[config.mk]
export PLATFORM = sky130hd
export DESIGN_NAME = card_frame_deframer_xor_unit
export DESIGN_NICKNAME = d
export VERILOG_FILES = /design/src/rtl/cfd_pkg.sv /design/src/rtl/cfd_dpath.sv /design/src/rtl/cfd_ctrl.sv /design/src/rtl/card_frame_deframer_xor_unit.sv
export SDC_FILE = /design/constraint.sdc
export NUM_CORES = 1
export LEC_CHECK = 0
export BUFFER_PORTS_ARGS = -buffer_cell sky130_fd_sc_hd__buf_2
export CAP_MARGIN = 20
export CORE_MARGIN = 10
export CORE_UTILIZATION = 36
export DETAILED_ROUTE_END_ITERATION = 8
export PLACE_DENSITY_LB_ADDON = 0.1
export SYNTH_ARGS = -nofsm -noshare
export SYNTH_HDL_FRONTEND = slang
export SYNTH_SLANG_ARGS = --single-unit
[constraint.sdc]
create_clock -name i_clk -period 3.58 [get_ports i_clk]
set_clock_uncertainty 0.2 [all_clocks]
set_input_delay 0.358 -clock i_clk [delete_from_list [all_inputs] [get_ports i_clk]]
set_output_delay 0.358 -clock i_clk [all_outputs]
set_load 0.01 [all_outputs]
[src/rtl/cfd_pkg.sv]
// Shared types and constants for the card frame deframer.
package cfd_pkg;

    localparam int BUF_DEPTH = 32;
    localparam int BUF_AW    = 5;

    // Upper bound on the accepted length byte: the smaller of the largest frame and the buffer.
    localparam int MAX_FRAME_BYTES      = 32;
    localparam logic [5:0] LIMIT_CAP    = 6'((MAX_FRAME_BYTES < BUF_DEPTH) ?
                                             MAX_FRAME_BYTES : BUF_DEPTH);
    localparam logic [4:0] UID_OFFSET   = 5'd4;
    localparam logic [5:0] MIN_LEN      = 6'd5;

    localparam int OUT_TDATA_W = 32;

    // Frame status codes.
    localparam logic [2:0] FS_OK        = 3'd0;
    localparam logic [2:0] FS_BAD_CHK   = 3'd1;
    localparam logic [2:0] FS_OTHER_CMD = 3'd2;
    localparam logic [2:0] FS_ERR_STAT  = 3'd3;
    localparam logic [2:0] FS_SHORT     = 3'd4;
    localparam logic [2:0] FS_UID_OVF   = 3'd5;

    // Configuration register indexes.
    localparam logic [2:0] CFG_SYNC_FIRST     = 3'd0;
    localparam logic [2:0] CFG_SYNC_SECOND    = 3'd1;
    localparam logic [2:0] CFG_CARD_COMMAND   = 3'd2;
    localparam logic [2:0] CFG_SUCCESS_STATUS = 3'd3;
    localparam logic [2:0] CFG_LENGTH_LIMIT   = 3'd4;

    typedef enum logic [2:0] {
        ST_SYNC1,
        ST_SYNC2,
        ST_LEN,
        ST_DATA,
        ST_CHECK,
        ST_UID_RD,
        ST_UID_OUT
    } t_state;

    typedef struct packed {
        logic store;
        logic start;
        logic clr_idx;
        logic rd_uid;
        logic emit_single;
        logic emit_uid;
    } t_cmd;

    typedef struct packed {
        logic sync1_hit;
        logic sync2_hit;
        logic len_ok;
        logic frame_done;
        logic single;
        logic uid_last;
        logic out_free;
    } t_sts;

endpackage

[src/rtl/cfd_dpath.sv]
// Datapath of the card frame deframer: config registers, payload buffer, checks, result register.
module cfd_dpath (
    input  logic                            i_clk,
    input  logic                            i_rst_n,
    input  logic                            i_cfg_we,
    input  logic [2:0]                      i_cfg_addr,
    input  logic [7:0]                      i_cfg_wdata,
    input  logic [7:0]                      i_rx_byte,
    input  cfd_pkg::t_cmd                   i_cmd,
    output cfd_pkg::t_sts                   o_sts,
    output logic                            o_m_tvalid,
    input  logic                            i_m_tready,
    output logic [cfd_pkg::OUT_TDATA_W-1:0] o_m_tdata,
    output logic                            o_m_tlast
);
    import cfd_pkg::*;

    logic [7:0] r_sync_first;
    logic [7:0] r_sync_second;
    logic [7:0] r_card_command;
    logic [7:0] r_success_status;
    logic [5:0] r_length_limit;

    logic [5:0] r_frame_len;
    logic [5:0] r_byte_cnt;
    logic [7:0] r_xor;
    logic [4:0] r_uid_idx;

    logic [7:0] r_buf [BUF_DEPTH];
    logic [7:0] r_rd_data;
    logic [7:0] r_b0, r_b1, r_b2, r_b3;

    logic       r_out_valid;
    logic [2:0] r_st;
    logic [7:0] r_ct;
    logic [4:0] r_ul;
    logic [4:0] r_ui;
    logic [7:0] r_uv;
    logic       r_last;

    logic [5:0] eff_lim;
    logic [8:0] uid_end;
    logic [2:0] frame_status;
    logic [4:0] rd_addr;
    logic       out_free;

    always_ff @(posedge i_clk) begin
        if (!i_rst_n) begin
            r_sync_first     <= 8'hAA;
            r_sync_second    <= 8'h00;
            r_card_command   <= 8'h01;
            r_success_status <= 8'h00;
            r_length_limit   <= 6'd32;
        end else if (i_cfg_we) begin
            case (i_cfg_addr)
                CFG_SYNC_FIRST:     r_sync_first     <= i_cfg_wdata;
                CFG_SYNC_SECOND:    r_sync_second    <= i_cfg_wdata;
                CFG_CARD_COMMAND:   r_card_command   <= i_cfg_wdata;
                CFG_SUCCESS_STATUS: r_success_status <= i_cfg_wdata;
                CFG_LENGTH_LIMIT:   r_length_limit   <= i_cfg_wdata[5:0];
                default: ;
            endcase
        end
    end

    assign eff_lim = (r_length_limit > LIMIT_CAP) ? LIMIT_CAP : r_length_limit;

    // The running XOR covers every payload byte including the checksum, so a
    // good frame leaves it at zero.
    assign uid_end = {1'b0, r_b3} + 9'(UID_OFFSET);

    always_comb begin
        if (r_xor != 8'd0) begin
            frame_status = FS_BAD_CHK;
        end else if (r_b0 != r_card_command) begin
            frame_status = FS_OTHER_CMD;
        end else if (r_b1 != r_success_status) begin
            frame_status = FS_ERR_STAT;
        end else if (r_frame_len < MIN_LEN) begin
            frame_status = FS_SHORT;
        end else if (uid_end >= {3'b0, r_frame_len}) begin
            frame_status = FS_UID_OVF;
        end else begin
            frame_status = FS_OK;
        end
    end

    assign out_free = !r_out_valid || i_m_tready;

    always_comb begin
        o_sts.sync1_hit  = (i_rx_byte == r_sync_first);
        o_sts.sync2_hit  = (i_rx_byte == r_sync_second);
        o_sts.len_ok     = (i_rx_byte != 8'd0) && (i_rx_byte <= {2'b0, eff_lim});
        o_sts.frame_done = ((r_byte_cnt + 6'd1) == r_frame_len);
        o_sts.single     = (frame_status != FS_OK) || (r_b3 == 8'd0);
        o_sts.uid_last   = (({3'b0, r_uid_idx} + 8'd1) == r_b3);
        o_sts.out_free   = out_free;
    end

    always_ff @(posedge i_clk) begin
        if (!i_rst_n) begin
            r_frame_len <= 6'd0;
            r_byte_cnt  <= 6'd0;
            r_xor       <= 8'd0;
            r_uid_idx   <= 5'd0;
            r_out_valid <= 1'b0;
        end else begin
            if (i_cmd.start) begin
                r_frame_len <= i_rx_byte[5:0];
                r_byte_cnt  <= 6'd0;
                r_xor       <= 8'd0;
            end else if (i_cmd.store) begin
                r_byte_cnt <= r_byte_cnt + 6'd1;
                r_xor      <= r_xor ^ i_rx_byte;
            end
            if (i_cmd.clr_idx) begin
                r_uid_idx <= 5'd0;
            end else if (i_cmd.emit_uid) begin
                r_uid_idx <= r_uid_idx + 5'd1;
            end
            if (i_cmd.emit_single || i_cmd.emit_uid) begin
                r_out_valid <= 1'b1;
            end else if (i_m_tready) begin
                r_out_valid <= 1'b0;
            end
        end
    end

    assign rd_addr = r_uid_idx + UID_OFFSET;

    // Payload buffer; the header bytes are mirrored in registers for the checks.
    always_ff @(posedge i_clk) begin
        if (i_cmd.store) begin
            r_buf[r_byte_cnt[BUF_AW-1:0]] <= i_rx_byte;
        end
        if (i_cmd.rd_uid) begin
            r_rd_data <= r_buf[rd_addr];
        end
    end

    always_ff @(posedge i_clk) begin
        if (i_cmd.store) begin
            case (r_byte_cnt)
                6'd0:    r_b0 <= i_rx_byte;
                6'd1:    r_b1 <= i_rx_byte;
                6'd2:    r_b2 <= i_rx_byte;
                6'd3:    r_b3 <= i_rx_byte;
                default: ;
            endcase
        end
    end

    always_ff @(posedge i_clk) begin
        if (i_cmd.emit_single) begin
            r_st   <= frame_status;
            r_ct   <= (frame_status == FS_OK) ? r_b2 : 8'd0;
            r_ul   <= 5'd0;
            r_ui   <= 5'd0;
            r_uv   <= 8'd0;
            r_last <= 1'b1;
        end else if (i_cmd.emit_uid) begin
            r_st   <= FS_OK;
            r_ct   <= r_b2;
            r_ul   <= r_b3[4:0];
            r_ui   <= r_uid_idx;
            r_uv   <= r_rd_data;
            r_last <= o_sts.uid_last;
        end
    end

    assign o_m_tvalid = r_out_valid;
    assign o_m_tdata  = {3'b000, r_uv, r_ui, r_ul, r_ct, r_st};
    assign o_m_tlast  = r_last;

endmodule

[src/rtl/cfd_ctrl.sv]
// Controller of the card frame deframer: frame hunt and result sequencing.
module cfd_ctrl (
    input  logic          i_clk,
    input  logic          i_rst_n,
    input  logic          i_s_tvalid,
    output logic          o_s_tready,
    input  cfd_pkg::t_sts i_sts,
    output cfd_pkg::t_cmd o_cmd
);
    import cfd_pkg::*;

    t_state r_state;
    t_state n_state;
    logic   acc;

    always_ff @(posedge i_clk) begin
        if (!i_rst_n) begin
            r_state <= ST_SYNC1;
        end else begin
            r_state <= n_state;
        end
    end

    assign o_s_tready = r_state inside {ST_SYNC1, ST_SYNC2, ST_LEN, ST_DATA};
    assign acc        = i_s_tvalid && o_s_tready;

    always_comb begin
        n_state = r_state;
        case (r_state)
            ST_SYNC1: begin
                if (acc && i_sts.sync1_hit) n_state = ST_SYNC2;
            end
            ST_SYNC2: begin
                if (acc) n_state = i_sts.sync2_hit ? ST_LEN : ST_SYNC1;
            end
            ST_LEN: begin
                if (acc) n_state = i_sts.len_ok ? ST_DATA : ST_SYNC1;
            end
            ST_DATA: begin
                if (acc && i_sts.frame_done) n_state = ST_CHECK;
            end
            ST_CHECK: begin
                if (!i_sts.single) begin
                    n_state = ST_UID_RD;
                end else if (i_sts.out_free) begin
                    n_state = ST_SYNC1;
                end
            end
            ST_UID_RD: begin
                n_state = ST_UID_OUT;
            end
            ST_UID_OUT: begin
                if (i_sts.out_free) n_state = i_sts.uid_last ? ST_SYNC1 : ST_UID_RD;
            end
            default: n_state = ST_SYNC1;
        endcase
    end

    always_comb begin
        o_cmd = '0;
        case (r_state)
            ST_LEN:     o_cmd.start       = acc && i_sts.len_ok;
            ST_DATA:    o_cmd.store       = acc;
            ST_CHECK: begin
                o_cmd.clr_idx     = !i_sts.single;
                o_cmd.emit_single = i_sts.single && i_sts.out_free;
            end
            ST_UID_RD:  o_cmd.rd_uid      = 1'b1;
            ST_UID_OUT: o_cmd.emit_uid    = i_sts.out_free;
            default: ;
        endcase
    end

    a_emit_needs_slot: assert property (@(posedge i_clk) disable iff (!i_rst_n)
        (o_cmd.emit_single || o_cmd.emit_uid) |-> i_sts.out_free)
        else $error("result loaded while output register still occupied");

    a_no_input_while_emitting: assert property (@(posedge i_clk) disable iff (!i_rst_n)
        (r_state == ST_CHECK || r_state == ST_UID_RD || r_state == ST_UID_OUT)
        |-> !o_s_tready)
        else $error("input request taken while a frame result is pending");

    a_last_uid_ends_frame: assert property (@(posedge i_clk) disable iff (!i_rst_n)
        (o_cmd.emit_uid && i_sts.uid_last) |=> (r_state == ST_SYNC1))
        else $error("last UID byte did not return to sync hunt");

    a_store_excl_emit: assert property (@(posedge i_clk) disable iff (!i_rst_n)
        !(o_cmd.store && (o_cmd.emit_uid || o_cmd.emit_single)))
        else $error("byte stored while a result is loaded");

endmodule

[src/rtl/card_frame_deframer_xor_unit.sv]
// Top level of the card frame deframer with XOR checksum.
// Bytes arrive on the slave stream. The block hunts for the two sync bytes and a
// length byte (zero, or above length_limit capped at 32, restarts the hunt), stores
// the payload and, on its last byte, checks the XOR checksum, command, status,
// minimum length of five and UID length in that order. The slave tready stays high
// through the hunt and the payload. After the last payload byte the input stalls
// while the checks run; then a rejected frame or an empty UID gives one result, and
// a good frame gives one result per UID byte, each fetched by a registered read of
// the payload buffer before it is loaded; results wait while the master holds tready low.
// Results carry tlast on the final one of each frame.
module card_frame_deframer_xor_unit (
    input  logic        i_clk,
    input  logic        i_rst_n,
    input  logic        i_cfg_we,
    input  logic [2:0]  i_cfg_addr,
    input  logic [7:0]  i_cfg_wdata,
    input  logic        i_s_axis_tvalid,
    output logic        o_s_axis_tready,
    input  logic [7:0]  i_s_axis_tdata,   // [7:0] rx_byte
    output logic        o_m_axis_tvalid,
    input  logic        i_m_axis_tready,
    // [2:0] frame_status, [10:3] card_kind, [15:11] uid_length,
    // [20:16] uid_index, [28:21] uid_value, [31:29] zero
    output logic [cfd_pkg::OUT_TDATA_W-1:0] o_m_axis_tdata,
    output logic        o_m_axis_tlast    // last_of_run
);
    import cfd_pkg::*;

    t_cmd cmd;
    t_sts sts;

    cfd_ctrl u_ctrl (
        .i_clk      (i_clk),
        .i_rst_n    (i_rst_n),
        .i_s_tvalid (i_s_axis_tvalid),
        .o_s_tready (o_s_axis_tready),
        .i_sts      (sts),
        .o_cmd      (cmd)
    );

    cfd_dpath u_dpath (
        .i_clk       (i_clk),
        .i_rst_n     (i_rst_n),
        .i_cfg_we    (i_cfg_we),
        .i_cfg_addr  (i_cfg_addr),
        .i_cfg_wdata (i_cfg_wdata),
        .i_rx_byte   (i_s_axis_tdata),
        .i_cmd       (cmd),
        .o_sts       (sts),
        .o_m_tvalid  (o_m_axis_tvalid),
        .i_m_tready  (i_m_axis_tready),
        .o_m_tdata   (o_m_axis_tdata),
        .o_m_tlast   (o_m_axis_tlast)
    );

endmodule
==> run metrics <==
RSZ-0062 raised after global routing false; Clock Pin Slew Worst Setup and Hold Paths 0.06 ns; ANT nets after route 0; Post-synth EDFFs 307; routed length on met3 1.55 mm; YS warnings 0; cell area after layout 0.0190 mm^2; fraction of layout cells with a size suffix above 1 0.245; Synth area leader edfxtp_1; setup violators final 0; worst skew pair latency 0.56 ns; die area 0.0534 mm^2; sequential share of the synthesized area 0.682; kind of critical path reg2reg; crit-path max FO 11; Pre-Repair DR Iteration Count 6; pwr dens 500 mW/mm^2; Die X around 230 um; Critical Path Max Stage Delay 0.45 ns; Total Nets Final 1217; Async SR Flop Fraction 0; register bit total from synthesis 393; dpl cell area 0.0175 mm^2; vias in the first global route 9314; Die Y ~230 um; CP Cell Sequence ha_1 -> xor2_1 -> ha_1 -> a21o_1 -> a2111oi_2 -> nand3_2 -> or3_1 -> and2_4 -> nand2b_1; Inserted Clock Buffers 43; met2 WL 19.1 mm; Sink Count 393; max frequency 295 MHz; setup TNS 0 ns; Worst path most repeated cell ha_1; port bufs 55; detail-routed via count per cell ~5.0; type of origin of the critical path register; Post-Synthesis Cells 1036; MaxCap Viol Count 0; Final Util 0.430; Int Pwr about 7.5 mW; Final period util 0.945; Vias between 8000 and 9000; H-tree Lvls 2; worst hold path class in2reg; pin count of the biggest net entering global routing 46; post-layout min period 3.38 ns; slowest stage cell, crit path a2111oi_2; status finished, final reports clean; routability congestion estimate ~0.77; top cells by area, synth edfxtp_1, mux4_2, dfxtp_1, nand2_1, xnor2_1; post-DP HPWL 26.2 mm; DRC viols 0; distinct cell type count after synthesis 55; CTS tree done; antenna violations before repair 0; Initial DRC Count 670; Starting Density 0.364; Post-Layout Cell Count around 1800; Sw Share 0.204; first-pass GRT wire length 61.4 mm; Final Hold Fails 0; ys flop type edfxtp_1; Worst EP required 3.57 ns; most frequent cells in the layout edfxtp_1, nand2_1, dfxtp_1; Worst setup EP type register; clock power share 0.460; met1 wire length 19.3 mm; DP Cell Count ~1700; CTS Buffer Depth 3; arrival time at the worst endpoint 3.37 ns; Flop pwr share 0.520; most common cell after layout, fill and taps aside edfxtp_1; Leak 6.24 nW; core area about 0.044 mm^2; area grow syn2layout 18.1%; Post-Route WL 40.8 mm; post-synth top area share 0.574; routed wire length per instance between 20 and 25 um; maximum vdd drop 0.318 mV; Slew HR 0.455; total congestion overflow 0; GRT Resource Usage Total 0.154; Worst-Margin Slew 0.817 ns; highest metal used met4; I/O pin cnt slightly below 60; fin. max-slew vios 0; Psw 1.94 mW; Core Rows 77; syn avg cell area 15.5 um^2; CTS Root Buffer Type clkbuf_16; area of the mapped netlist ~0.016 mm^2; Gate power share 0.020
-- registers in the layout, summed over array words and instances (netlist names), 6 cells and up --
register	cells
u_dpath.r_uv	8
u_dpath.r_b0	8
u_dpath.r_length_limit	6
u_dpath.r_byte_cnt	6
u_dpath.r_b2	8
u_dpath.r_card_command	8
u_dpath.r_success_status	8
u_dpath.r_b3	8
u_dpath.r_sync_first	8
u_dpath.r_xor	8
u_dpath.r_b1	8
u_dpath.r_ct	8
u_dpath.r_sync_second	8
u_dpath.r_rd_data	8
u_dpath.r_buf	256
u_dpath.r_frame_len	6
-- power by group through the flow --
stage          Combinational, mW  Clock [mW]  Sequential (mW)
2_1_floorplan             0.0601           0             5.02
3_3_place_gp               0.185           0             5.02
3_5_place_dp               0.187           0             5.02
4_1_cts                    0.196        4.48             4.92
5_1_grt                    0.211        4.67             4.92
6_report                   0.192        4.36             4.92
-- synth_stat cells, types with 11 or more instances --
cell	count
a21boi_0	27
a21oi_1	27
buf_1	11
clkbuf_1	28
dfxtp_1	86
edfxtp_1	307
ha_1	20
inv_1	13
mux2i_1	11
mux4_2	80
nand2_1	133
nand3_1	16
nand4_1	12
nor2_1	67
nor2b_1	19
xnor2_1	39
xor2_1	26
-- through the flow --
step	total power [mW]	hold WS [ns]	setup WS, ns
floorplan	5.08	0.255	0.342
global placement	5.20	0.241	0.256
detailed placement	5.21	0.248	0.232
CTS	9.60	0.0319	0.201
global route	9.80	0.0444	0.0120
finish	9.47	0.0598	0.195
-- final timing paths --
check,startpoint,endpoint,slack [ns],depth (start not counted)
hold / removal,i_s_axis_tdata[7],u_dpath.r_b2[7],0.06,1
setup reg to reg,u_dpath.r_b3[2],u_dpath.r_ct[7],0.20,9
setup / recovery,u_dpath.r_b3[2],u_dpath.r_ct[7],0.20,9
hold reg to reg,u_dpath.r_ui[2],u_dpath.r_ui[2],0.25,2
-- area by class of cell --
cell class | instances | area, um^2
diodes | 2 | 5.00
clock inverters | 14 | 138
clock buffers | 66 | 1250
repair buffers | 142 | 978
multi-input cells | 580 | 4840
fillers | 4087 | 25200
inverters | 13 | 48.8
flip-flops and latches | 393 | 10900
well taps | 592 | 741
-- worst max-delay path, delay by kind of cell (launching register included) --
family	cells	cell delay (ns)
and+or+nand+nor	4	1.05
adders and majority gates	2	0.57
AOI/OAI and AO/OA	2	0.64
xor gates and xnor gates	1	0.16
DFF	1	0.40
-- per-layer routing --
metal | vias up | GRT usage
li1 | 4170 | -
met1 | 4583 | 0.215
met2 | 152 | 0.242
met3 | 49 | 0.0242
met4 | 0 | 0.0465
met5 | - | 0
-- cells by family (layout without fill, tap and decap cells) --
logic type | Yosys count | count (layout) | synth area share
flip-flops | 393 | 393 | 0.682
AND/OR/NAND/NOR | 307 | 307 | 0.0885
multiplexers | 99 | 99 | 0.125
AO/OA/AOI/OAI | 85 | 85 | 0.0356
XOR/XNOR | 66 | 66 | 0.0365
buffers and inverters | 65 | 235 | 0.0172
adder cells (fa/ha/maj) | 20 | 20 | 0.0156
other | 1 | 5 | 0.000234
-- timing repair --
action / CTS / global route
buffers inserted: 0 / 0
endpoints found under the hold margin: 46 / 0
hold buffers: 10 / 0
gates resized for setup: 0 / 0
(Power assumes the default switching activity.)
